--- src/rtl/agc_ram.sv ---
// ----------------------------------------------------------------------------
// agc_ram
// Generic RAM: one write port, one read port, registered read data.
// ----------------------------------------------------------------------------
module agc_ram #(
	parameter int WIDTH = 8,
	parameter int DEPTH = 16,
	parameter int AW    = (DEPTH > 1) ? $clog2(DEPTH) : 1
) (
	input  logic             clk,
	input  logic             we,
	input  logic [AW-1:0]    waddr,
	input  logic [WIDTH-1:0] wdata,
	input  logic [AW-1:0]    raddr,
	output logic [WIDTH-1:0] rdata
);

	logic [WIDTH-1:0] mem [DEPTH];

	always_ff @(posedge clk) begin
		if (we) begin
			mem[waddr] <= wdata;
		end
		rdata <= mem[raddr];
	end

endmodule

--- config.mk ---
export PLATFORM = sky130hd
export DESIGN_NAME = agc_ram
export DESIGN_NICKNAME = d
export VERILOG_FILES = /design/src/rtl/agc_ram.sv
export SDC_FILE = /design/constraint.sdc
export NUM_CORES = 1
export LEC_CHECK = 0
export BUFFER_PORTS_ARGS = -buffer_cell sky130_fd_sc_hd__buf_4
export CORE_ASPECT_RATIO = 1.1
export CORE_MARGIN = 3
export CORE_UTILIZATION = 63
export CTS_BUF_LIST = sky130_fd_sc_hd__clkbuf_2 sky130_fd_sc_hd__clkbuf_4 sky130_fd_sc_hd__clkbuf_8
export DETAILED_ROUTE_END_ITERATION = 8
export GPL_ROUTABILITY_DRIVEN = 0
export GPL_TIMING_DRIVEN = 0
export HOLD_SLACK_MARGIN = 0.02
export PLACE_DENSITY = 0.82
export SLEW_MARGIN = 20
export SYNTH_ARGS = -nofsm -noshare
export SYNTH_HDL_FRONTEND = slang
export SYNTH_SLANG_ARGS = --single-unit
--- constraint.sdc ---
create_clock -name clk -period 2.2 [get_ports clk]
set_clock_uncertainty 0.2 [all_clocks]
set_input_delay 0.22 -clock clk [delete_from_list [all_inputs] [get_ports clk]]
set_output_delay 0.22 -clock clk [all_outputs]
set_load 0.02 [all_outputs]
==> impl_results.md, run 1 <==
* Status: finished clean
* RSZ-0062 raised after global routing: false
* Cell area power density at 905 nW/um2
* Total clock sinks at 136
* DP Wirelength at 5730 um
* CTS H-tree lvls at 4
* Design area at 6010 um2
* Number of synthesized flops with an enable pin at 128
* Vias at 2475
* R2R Path Start: mem[4][3]$_DFFE_PP_
* Max VDD drop at 0.660 mV
* Max-cap viol count at 0
* IO Count at 26
* Synthesis-to-layout area growth at 16.7%
* Reg2reg setup slack at 490 ps
* Largest net degree at the start of global routing at 17
* CP max FO at 1
* Sequential fraction of the synthesis area at 0.778
* Syn Area/Cell at 22.5 um2
* Total grt overflow at 0
* Placed insts at 358
* P_leak at 2.02 nW
* Pint at 4.36 mW
* Total power at 5.43 mW
* Wire per inst at 24.5 um
* Setup bufs post-CTS at 0
* Top cell type by total area after synthesis: edfxtp_1
* Initial Util at 0.670
* Nets at 298
* Hold Crit Depth at 2
* Hold_sp: waddr[0]
* Worst Hold Class: input pin to flop
* Mapped Area at 5150 um2
* WHS Endpoint: mem[4][7]$_DFFE_PP_
* Via/cell ratio at 6.22
* Setup violations, final at 0
* Rows at 33
* Hold Buf Count CTS at 8
* Post-Synthesis Cells at 229
* Part of the power in the clock network at 0.404
* Tmin final at 1710 ps
* Seq pwr share at 0.536
* Synth unique cells at 19
* Worst setup SP type: flop
* DR DRC count at 0
* WP data required at 2300 ps
* Initial antenna violation count at 0
* Synth top area share at 0.747
* Fin cells at 398
* Gr usage total at 0.237
* Slew headroom at 0.475
* Synth Flop Type: edfxtp_1
* Die ar. at 9290 um2
* Worst-Margin Slew at 783 ps
* Dpl ws at 104 ps
* Final Max Tran Viols at 0
* Sw frac at 0.198
* Final worst slack at 487 ps
* Reg2Reg Depth at 3
* # port buffers at 24
* CP Capture Type: flop
* Worst Setup Path Type: flop to flop
* FMAX at 584 MHz
* Net Switching at 1.07 mW
* Layout cell share with drive strength beyond 1 at 0.304
* Vias in the first global route at 2536
* Fin crit share at 0.779
* Clk slew on worst S/H paths at 70 ps
* Synth top cells by count: edfxtp_1 (128), mux4_2 (18), a22oi_1 (16), mux4_1 (14), nor2_1 (13)
* Final hold viol count at 0
* CTS Buf Count at 17
* TritonCTS clock tree: yes
* DIE HEIGHT at 101 um
* Post-Route WL at 9730 um
* Detail Route Antenna Nets at 0
* Worst Path Arrival at 1820 ps
* Starting DRT DRC Count at 262
* Final hold slack at 64.5 ps
* Antenna Cells at 0
* Fraction of registers with async set/reset at 0
* Root buf cell: clkbuf_8
* Clk buf depth at 2
* Dpl cell area at 5470 um2
* First-pass GRT wire length at 14900 um
* Clk Latency, worst-skew pair at 420 ps
* Most common cell in the netlist: edfxtp_1
* Core Region at 7680 um2
* #FFs+latches synth at 136
* Die X at 92.2 um
* CTS resizes at 0
* Syn nets at 247
* Synth top area cells: edfxtp_1 (75%), mux4_2 (7.9%), mux4_1 (7.1%)
* Initial DRT Pass Iterations at 7
* Comb power frac at 0.060
* RR Endpoint: rdata[3]$_DFF_P_
* Ys Warns at 0
[how the worst max path moves through the flow]
stage,from,to,slack [ps],depth (start not counted)
final,mem[4][3]$_DFFE_PP_,rdata[3]$_DFF_P_,490,3
after global placement,waddr[2],mem[0][0]$_DFFE_PP_,-200,3
after floorplan,waddr[2],mem[0][0]$_DFFE_PP_,290,2
after detailed placement,waddr[2],mem[3][0]$_DFFE_PP_,100,3
after CTS,waddr[2],mem[3][6]$_DFFE_PP_,540,3
after global routing,waddr[2],mem[2][3]$_DFFE_PP_,490,3
[cell type report]
class | instances | area (um2)
flip-flops and latches | 136 | 4000
fillers | 413 | 1670
multi-input cells | 83 | 1080
clock buffers | 21 | 277
repair buffers | 32 | 260
clock inverters | 11 | 170
well taps | 105 | 131
plain buffers | 10 | 86.3
[registers in the layout, indices dropped and copies added (netlist names)]
signal  cells
rdata       8
mem       128
[cell usage in the layout, fill, tap and decap left out, drive strengths merged, types with 8 or more instances in the layout]
| master | n |
|---|---|
| dlygate4sd3 | 8 |
| buf | 31 |
| mux4 | 32 |
| nand2 | 9 |
| dfxtp | 8 |
| nor2 | 13 |
| clkbuf | 21 |
| edfxtp | 128 |
| a22oi | 16 |
[critical path: stages, from the launching register on]
cell and delay (ps):
edfxtp_1 410, mux4_1 620, a22oi_1 300, nand2_1 80
[layer usage]
| layer | part of all wire | vias up | GRT usage |
|---|---|---|---|
| li1 | - | 1076 | - |
| met1 | 0.38 | 1255 | 0.307 |
| met2 | 0.52 | 121 | 0.393 |
| met3 | 0.070 | 23 | 0.0597 |
| met4 | 0.029 | 0 | 0.0949 |
| met5 | 0 | - | 0 |
[stage by stage]
stage	TNS, ps	util
6_report	0	0.782
5_1_grt	0	0.782
4_1_cts	0	0.781
3_5_place_dp	0	0.712
3_3_place_gp	-1570	0.711
2_1_floorplan	0	-
[cell families after synthesis]
group,after synthesis,synth area share
AO/OA/AOI/OAI,16,0.0233
buffers and inverters,10,0.0168
flip-flops,136,0.778
multiplexers,32,0.150
AND/OR/NAND/NOR,35,0.0318
[power groups by stage]
stage,logic [mW],clock network (mW),registers (mW)
after floorplan,0.147,0,2.98
after global placement,0.297,0,2.96
after detailed placement,0.309,0,2.97
after CTS,0.326,2.22,2.91
after global routing,0.348,2.36,2.91
final,0.327,2.20,2.91
Note: power is estimated with default switching activity, not from simulation.
==> inputs of run 2 (changes only) <==
--- a/config.mk
+++ b/config.mk
@@ -8,13 +8,13 @@
 export BUFFER_PORTS_ARGS = -buffer_cell sky130_fd_sc_hd__buf_4
 export CORE_ASPECT_RATIO = 1.1
 export CORE_MARGIN = 3
-export CORE_UTILIZATION = 63
+export CORE_UTILIZATION = 57
 export CTS_BUF_LIST = sky130_fd_sc_hd__clkbuf_2 sky130_fd_sc_hd__clkbuf_4 sky130_fd_sc_hd__clkbuf_8
 export DETAILED_ROUTE_END_ITERATION = 8
 export GPL_ROUTABILITY_DRIVEN = 0
 export GPL_TIMING_DRIVEN = 0
 export HOLD_SLACK_MARGIN = 0.02
-export PLACE_DENSITY = 0.82
+export PLACE_DENSITY = 0.78
 export SLEW_MARGIN = 20
 export SYNTH_ARGS = -nofsm -noshare
 export SYNTH_HDL_FRONTEND = slang
==> constraint.sdc (replaced) <==
create_clock -name clk -period 1.5 [get_ports clk]
set_clock_uncertainty 0.2 [all_clocks]
set_input_delay 0.15 -clock clk [delete_from_list [all_inputs] [get_ports clk]]
set_output_delay 0.15 -clock clk [all_outputs]
set_load 0.02 [all_outputs]
==> impl_results.md, run 2 (same netlist as run 1, synthesis figures left out) <==
* Post-Route WL at 9600 um (-1.3%)
* DIE HEIGHT at 106 um (+4.8%)
* Final worst slack at -86.2 ps (-573 ps)
* Starting DRT DRC Count at 217 (-17%)
* Fin cells at 405 (+1.8%)
* Vias at 2446 (-1.2%)
* WP data required at 1610 ps (-690 ps)
* Most frequent cells in the layout: edfxtp_1 (128), mux4_2 (26), buf_4 (25), clkbuf_8 (20), nor2_1 (10)
* Worst Path Arrival at 1700 ps (-120 ps)
* Rows at 35 (+6.1%)
* Crit path depth at 3 (unchanged)
* Worst-Margin Slew at 803 ps (+20.0 ps)
* CP Capture Type: flop
* Initial DRT Pass Iterations at 5 (-2)
* Root buf cell: clkbuf_8
* RSZ-0062 raised after global routing: true
* Hold Buf Count CTS at 9 (+1)
* Largest net degree at the start of global routing at 17 (unchanged)
* Vias in the first global route at 2454 (-3.2%)
* CTS H-tree lvls at 4 (unchanged)
* Tmin final at 1590 ps (-127 ps)
* Critical-path cell list: mux4_2 -> a22oi_2 -> nand2_1
* Slowest stage delay, CP at 490 ps (-130 ps)
* Final hold slack at -62.5 ps (-127 ps)
* Nets at 299 (+0.34%)
* Slew headroom at 0.463 (-0.0124)
* Initial Util at 0.600 (-0.0705)
* Delay-heaviest family, CP: multiplexers
* Fin crit share at 1.06 (+0.279)
* Worst setup SP type: flop
* Most common cell after layout, fill and taps aside: edfxtp_1
* Final hold viol count at 32 (+32)
* Synthesis-to-layout area growth at 16.9%
* # port buffers at 24 (unchanged)
* P_leak at 1.99 nW (-1.4%)
* Die ar. at 10200 um2 (+9.9%)
* CTS Buf Count at 17 (unchanged)
* FMAX at 630 MHz (+8.0%)
* Via/cell ratio at 6.04 (-2.9%)
* Total clock sinks at 136 (unchanged)
* Worst Setup Path Type: flop to flop
* Worst Hold Class: input pin to flop
* Total power at 7.87 mW (+45%)
* Failing checks: hold timing, setup timing
* Core Region at 8580 um2 (+12%)
* Crit-path slowest cell: mux4_2
* # fillers at 549 (+33%)
* Reg with most FFs: mem
* Setup_tns at -122 ps (-122 ps)
* Gr usage total at 0.203 (-0.0338)
* Total grt overflow at 0 (unchanged)
* Layout cell share with drive strength beyond 1 at 0.364 (+0.0602)
* Wire per inst at 23.7 um (-3.1%)
* Placed insts at 364 (+1.7%)
* TritonCTS clock tree: yes
* IO Count at 26 (unchanged)
* Max reg flops at 128 (unchanged)
* Setup bufs post-CTS at 0 (unchanged)
* Initial antenna violation count at 0 (unchanged)
* Cell area power density at 1310 nW/um2 (+44%)
* Status: finished, violations left
* Final Max Tran Viols at 0 (unchanged)
* Clk slew on worst S/H paths at 80 ps (about the same)
* Max-cap viol count at 0 (unchanged)
* Clk Latency, worst-skew pair at 440 ps (+20 ps)
* Reg2Reg Depth at 3 (unchanged)
* Hold Crit Depth at 2 (unchanged)
* Dpl ws at -536 ps (-640 ps)
* Detail Route Antenna Nets at 0 (unchanged)
* Antenna Cells at 0 (unchanged)
* CP max FO at 1 (unchanged)
* Regs by FF count: mem x128, rdata x8
* Max VDD drop at 0.695 mV (+5.3%)
* DP Wirelength at 5930 um (+3.4%)
* First-pass GRT wire length at 14500 um (-2.5%)
* Crit path buf inv count at 0 (unchanged)
* Die X at 96.6 um (+4.8%)
* Clk buf depth at 2 (unchanged)
* DR DRC count at 0 (unchanged)
* Setup violations, final at 4 (+4)
==> run 2: worst paths after layout <==
check / startpoint / end / slack, ps
hold / removal: waddr[0] / mem[0][2]$_DFFE_PP_ / -60
setup / recovery: mem[2][0]$_DFFE_PP_ / rdata[0]$_DFF_P_ / -90
setup reg to reg: mem[2][0]$_DFFE_PP_ / rdata[0]$_DFF_P_ / -90
hold reg to reg: mem[8][3]$_DFFE_PP_ / rdata[3]$_DFF_P_ / 480
==> run 2: cell type report <==
class                           count  area [um2]  area share
Sequential cell                   136        4000       0.665
Clock inverter                     12         148      0.0245
Tap cell                          111         139      0.0231
Timing Repair Buffer               33         270      0.0449
Buffer                             10        86.3      0.0143
Clock buffer                       20         275      0.0457
Multi-Input combinational cell     83        1100       0.182
==> run 2: metrics by stage <==
step / utilization / cell area, um2 / hold WS, ps
after global routing: 0.701 / 6020 / -77.5
after detailed placement: 0.639 / 5490 / 272
final: 0.701 / 6020 / -62.5
after floorplan: - / 5160 / 48.9
after CTS: 0.701 / 6020 / -82.9
after global placement: 0.639 / 5480 / 258
==> run 2: repair_timing <==
action | 4_1_cts | 5_1_grt
gates resized for setup | 9 | 10
pin swaps | 5 | 4
setup endpoints to repair | 31 | 7
endpoints found under the hold margin | 161 | 32
==> run 2: where the power goes <==
group | switching [mW] | internal (mW) | total, mW
Combinational | 0.274 | 0.220 | 0.494
Clock | 1.34 | 1.77 | 3.10
Sequential | 0.0223 | 4.24 | 4.27
==> run 2: worst reg2reg max path, delay by kind of cell (launching register included) <==
kind,cells,cell delay [ps]
multiplexers,1,490
flip-flops,1,400
AO/OA/AOI/OAI,1,260
AND/OR/NAND/NOR,1,120
==> run 2: layer usage <==
metal / vias to the layer above / share of wire / GRT usage
met2: 123 / 0.51 / 0.328
met1: 1237 / 0.38 / 0.265
met3: 20 / 0.085 / 0.0582
met5: - / 0 / 0
met4: 0 / 0.022 / 0.0762
li1: 1066 / - / -
==> inputs of run 3 (changes only) <==
--- a/config.mk
+++ b/config.mk
@@ -6,15 +6,17 @@
 export NUM_CORES = 1
 export LEC_CHECK = 0
 export BUFFER_PORTS_ARGS = -buffer_cell sky130_fd_sc_hd__buf_4
+export CELL_PAD_IN_SITES_DETAIL_PLACEMENT = 0
+export CELL_PAD_IN_SITES_GLOBAL_PLACEMENT = 1
 export CORE_ASPECT_RATIO = 1.1
 export CORE_MARGIN = 3
-export CORE_UTILIZATION = 57
+export CORE_UTILIZATION = 50
 export CTS_BUF_LIST = sky130_fd_sc_hd__clkbuf_2 sky130_fd_sc_hd__clkbuf_4 sky130_fd_sc_hd__clkbuf_8
 export DETAILED_ROUTE_END_ITERATION = 8
 export GPL_ROUTABILITY_DRIVEN = 0
 export GPL_TIMING_DRIVEN = 0
 export HOLD_SLACK_MARGIN = 0.02
-export PLACE_DENSITY = 0.78
+export PLACE_DENSITY_LB_ADDON = 0.1
 export SLEW_MARGIN = 20
 export SYNTH_ARGS = -nofsm -noshare
 export SYNTH_HDL_FRONTEND = slang
==> impl_results.md, run 3 (same netlist as run 1, synthesis figures left out) <==
* Max-cap viol count at 0 (unchanged)
* # port buffers at 24 (unchanged)
* Slew headroom at 0.423 (-0.0402)
* Total clock sinks at 136 (unchanged)
* Via/cell ratio at 5.72 (-5.3%)
* Reg with most FFs: mem
* Status: finished, violations left
* Final Max Tran Viols at 0 (unchanged)
* Total grt overflow at 0 (unchanged)
* Most common cell after layout, fill and taps aside: edfxtp_1
* Final worst slack at -12.8 ps (+73.4 ps)
* Worst Setup Path Type: flop to flop
* Hold Buf Count CTS at 9 (unchanged)
* Vias in the first global route at 2590 (+5.5%)
* Tmin final at 1510 ps (-73.4 ps)
* Worst Hold Class: input pin to flop
* Clk Latency, worst-skew pair at 430 ps (about the same)
* Initial antenna violation count at 0 (unchanged)
* RSZ-0062 raised after global routing: true
* FMAX at 661 MHz (+4.9%)
* Max reg flops at 128 (unchanged)
* Post-Route WL at 9810 um (+2.2%)
* Layout cell share with drive strength beyond 1 at 0.361 (-0.00340)
* CTS Buf Count at 17 (unchanged)
* Final hold viol count at 32 (unchanged)
* P_leak at 1.98 nW (about the same)
* Vias at 2367 (-3.2%)
* Initial DRT Pass Iterations at 4 (-1)
* Largest net degree at the start of global routing at 17 (unchanged)
* Setup bufs post-CTS at 0 (unchanged)
* Final hold slack at -62.2 ps (+0.290 ps)
* Worst Path Arrival at 1620 ps (-80 ps)
* Most frequent cells in the layout: edfxtp_1 (128), buf_4 (25), mux4_2 (23), clkbuf_8 (19)
* DP Wirelength at 6140 um (+3.6%)
* Starting DRT DRC Count at 154 (-29%)
* Gr usage total at 0.191 (-0.0123)
* Core Region at 9940 um2 (+16%)
* Wire per inst at 23.7 um (about the same)
* WP data required at 1610 ps (about the same)
* Root buf cell: clkbuf_8
* CTS H-tree lvls at 4 (unchanged)
* Rows at 38 (+8.6%)
* Fin crit share at 1.01 (-0.0489)
* Cell area power density at 1300 nW/um2 (-0.51%)
* DIE HEIGHT at 112 um (+6.4%)
* Clk slew on worst S/H paths at 80 ps (about the same)
* CP max FO at 1 (unchanged)
* Synthesis-to-layout area growth at 17.5%
* Die X at 103 um (+6.4%)
* Final core occ at 0.608 (-0.0928)
* Regs by FF count: mem x128, rdata x8
* First-pass GRT wire length at 15000 um (+3.3%)
* Initial Util at 0.518 (-0.0817)
* Setup violations, final at 1 (-3)
* Max VDD drop at 0.689 mV (-0.88%)
* Die ar. at 11500 um2 (+13%)
* Worst-Margin Slew at 863 ps (+60.1 ps)
* Nets at 299 (unchanged)
* Detail Route Antenna Nets at 0 (unchanged)
* DR DRC count at 0 (unchanged)
* Failing checks: hold timing, setup timing
* Clk buf depth at 2 (unchanged)
* Antenna Cells at 0 (unchanged)
* Worst setup SP type: flop
* CP Capture Type: flop
* IO Count at 26 (unchanged)
* TritonCTS clock tree: yes
==> run 3: changes by cell type in the layout (fill, tap and decap cells not counted), sizes merged <==
cell / delta
clkinvlp: +3
clkinv: -2
inv: -1
==> run 3: per-stage QoR <==
stage | cell area [um2] | TNS, ps | std cells | worst slack [ps] | power, mW
2_1_floorplan | 5160 | -3580 | 229 | -116 | 4.59
3_3_place_gp | 5490 | -47370 | 373 | -623 | 4.79
3_5_place_dp | 5500 | -46110 | 373 | -691 | 4.81
4_1_cts | 6030 | -3050 | 414 | -174 | 7.92
5_1_grt | 6050 | -144 | 414 | -54.8 | 8.16
6_report | 6050 | -12.8 | 414 | -12.8 | 7.86
==> run 3: worst paths after layout <==
check / from / to / slack, ps / depth (start not counted)
worst max-delay path: mem[11][4]$_DFFE_PP_ / rdata[4]$_DFF_P_ / -10 / 3
worst min-delay path: waddr[1] / mem[0][1]$_DFFE_PP_ / -60 / 2
worst max register to register: mem[11][4]$_DFFE_PP_ / rdata[4]$_DFF_P_ / -10 / 3
worst min register to register: mem[6][1]$_DFFE_PP_ / rdata[1]$_DFF_P_ / 480 / 3
==> run 3: report_power, final <==
group	total (mW)	internal, mW	switching (mW)
sequential	4.27	4.24	0.0214
clock	3.11	1.74	1.37
combinational	0.487	0.219	0.268
total	7.86	6.20	1.66
==> run 3: repair_timing <==
item / CTS / global route
endpoints found under the setup margin: 39 / 38
hold endpoints to repair: 162 / 32
gates cloned: 0 / 0
pin swaps: 4 / 3
resized for setup: 10 / 8
==> run 3: layer usage <==
layer / part of all wire / wire length, um / GRT usage
met5: 0 / 0 / 0
met4: 0.020 / 196 / 0.0682
met3: 0.045 / 441 / 0.0603
met2: 0.52 / 5070 / 0.305
met1: 0.42 / 4100 / 0.248
==> run 3: area by class of cell <==
class	count	area, um2
clock buffers	20	269
clock inverters	12	151
flip-flops and latches	136	4000
multi-input cells	83	1110
plain buffers	10	86.3
fillers	707	3890
repair buffers	33	270
well taps	120	150
==> run 3: worst max-delay path, cell delays in order (launching register included) <==
cell and delay (ps):
edfxtp_1 380, mux4_1 490, a22oi_1 210, nand2_1 110
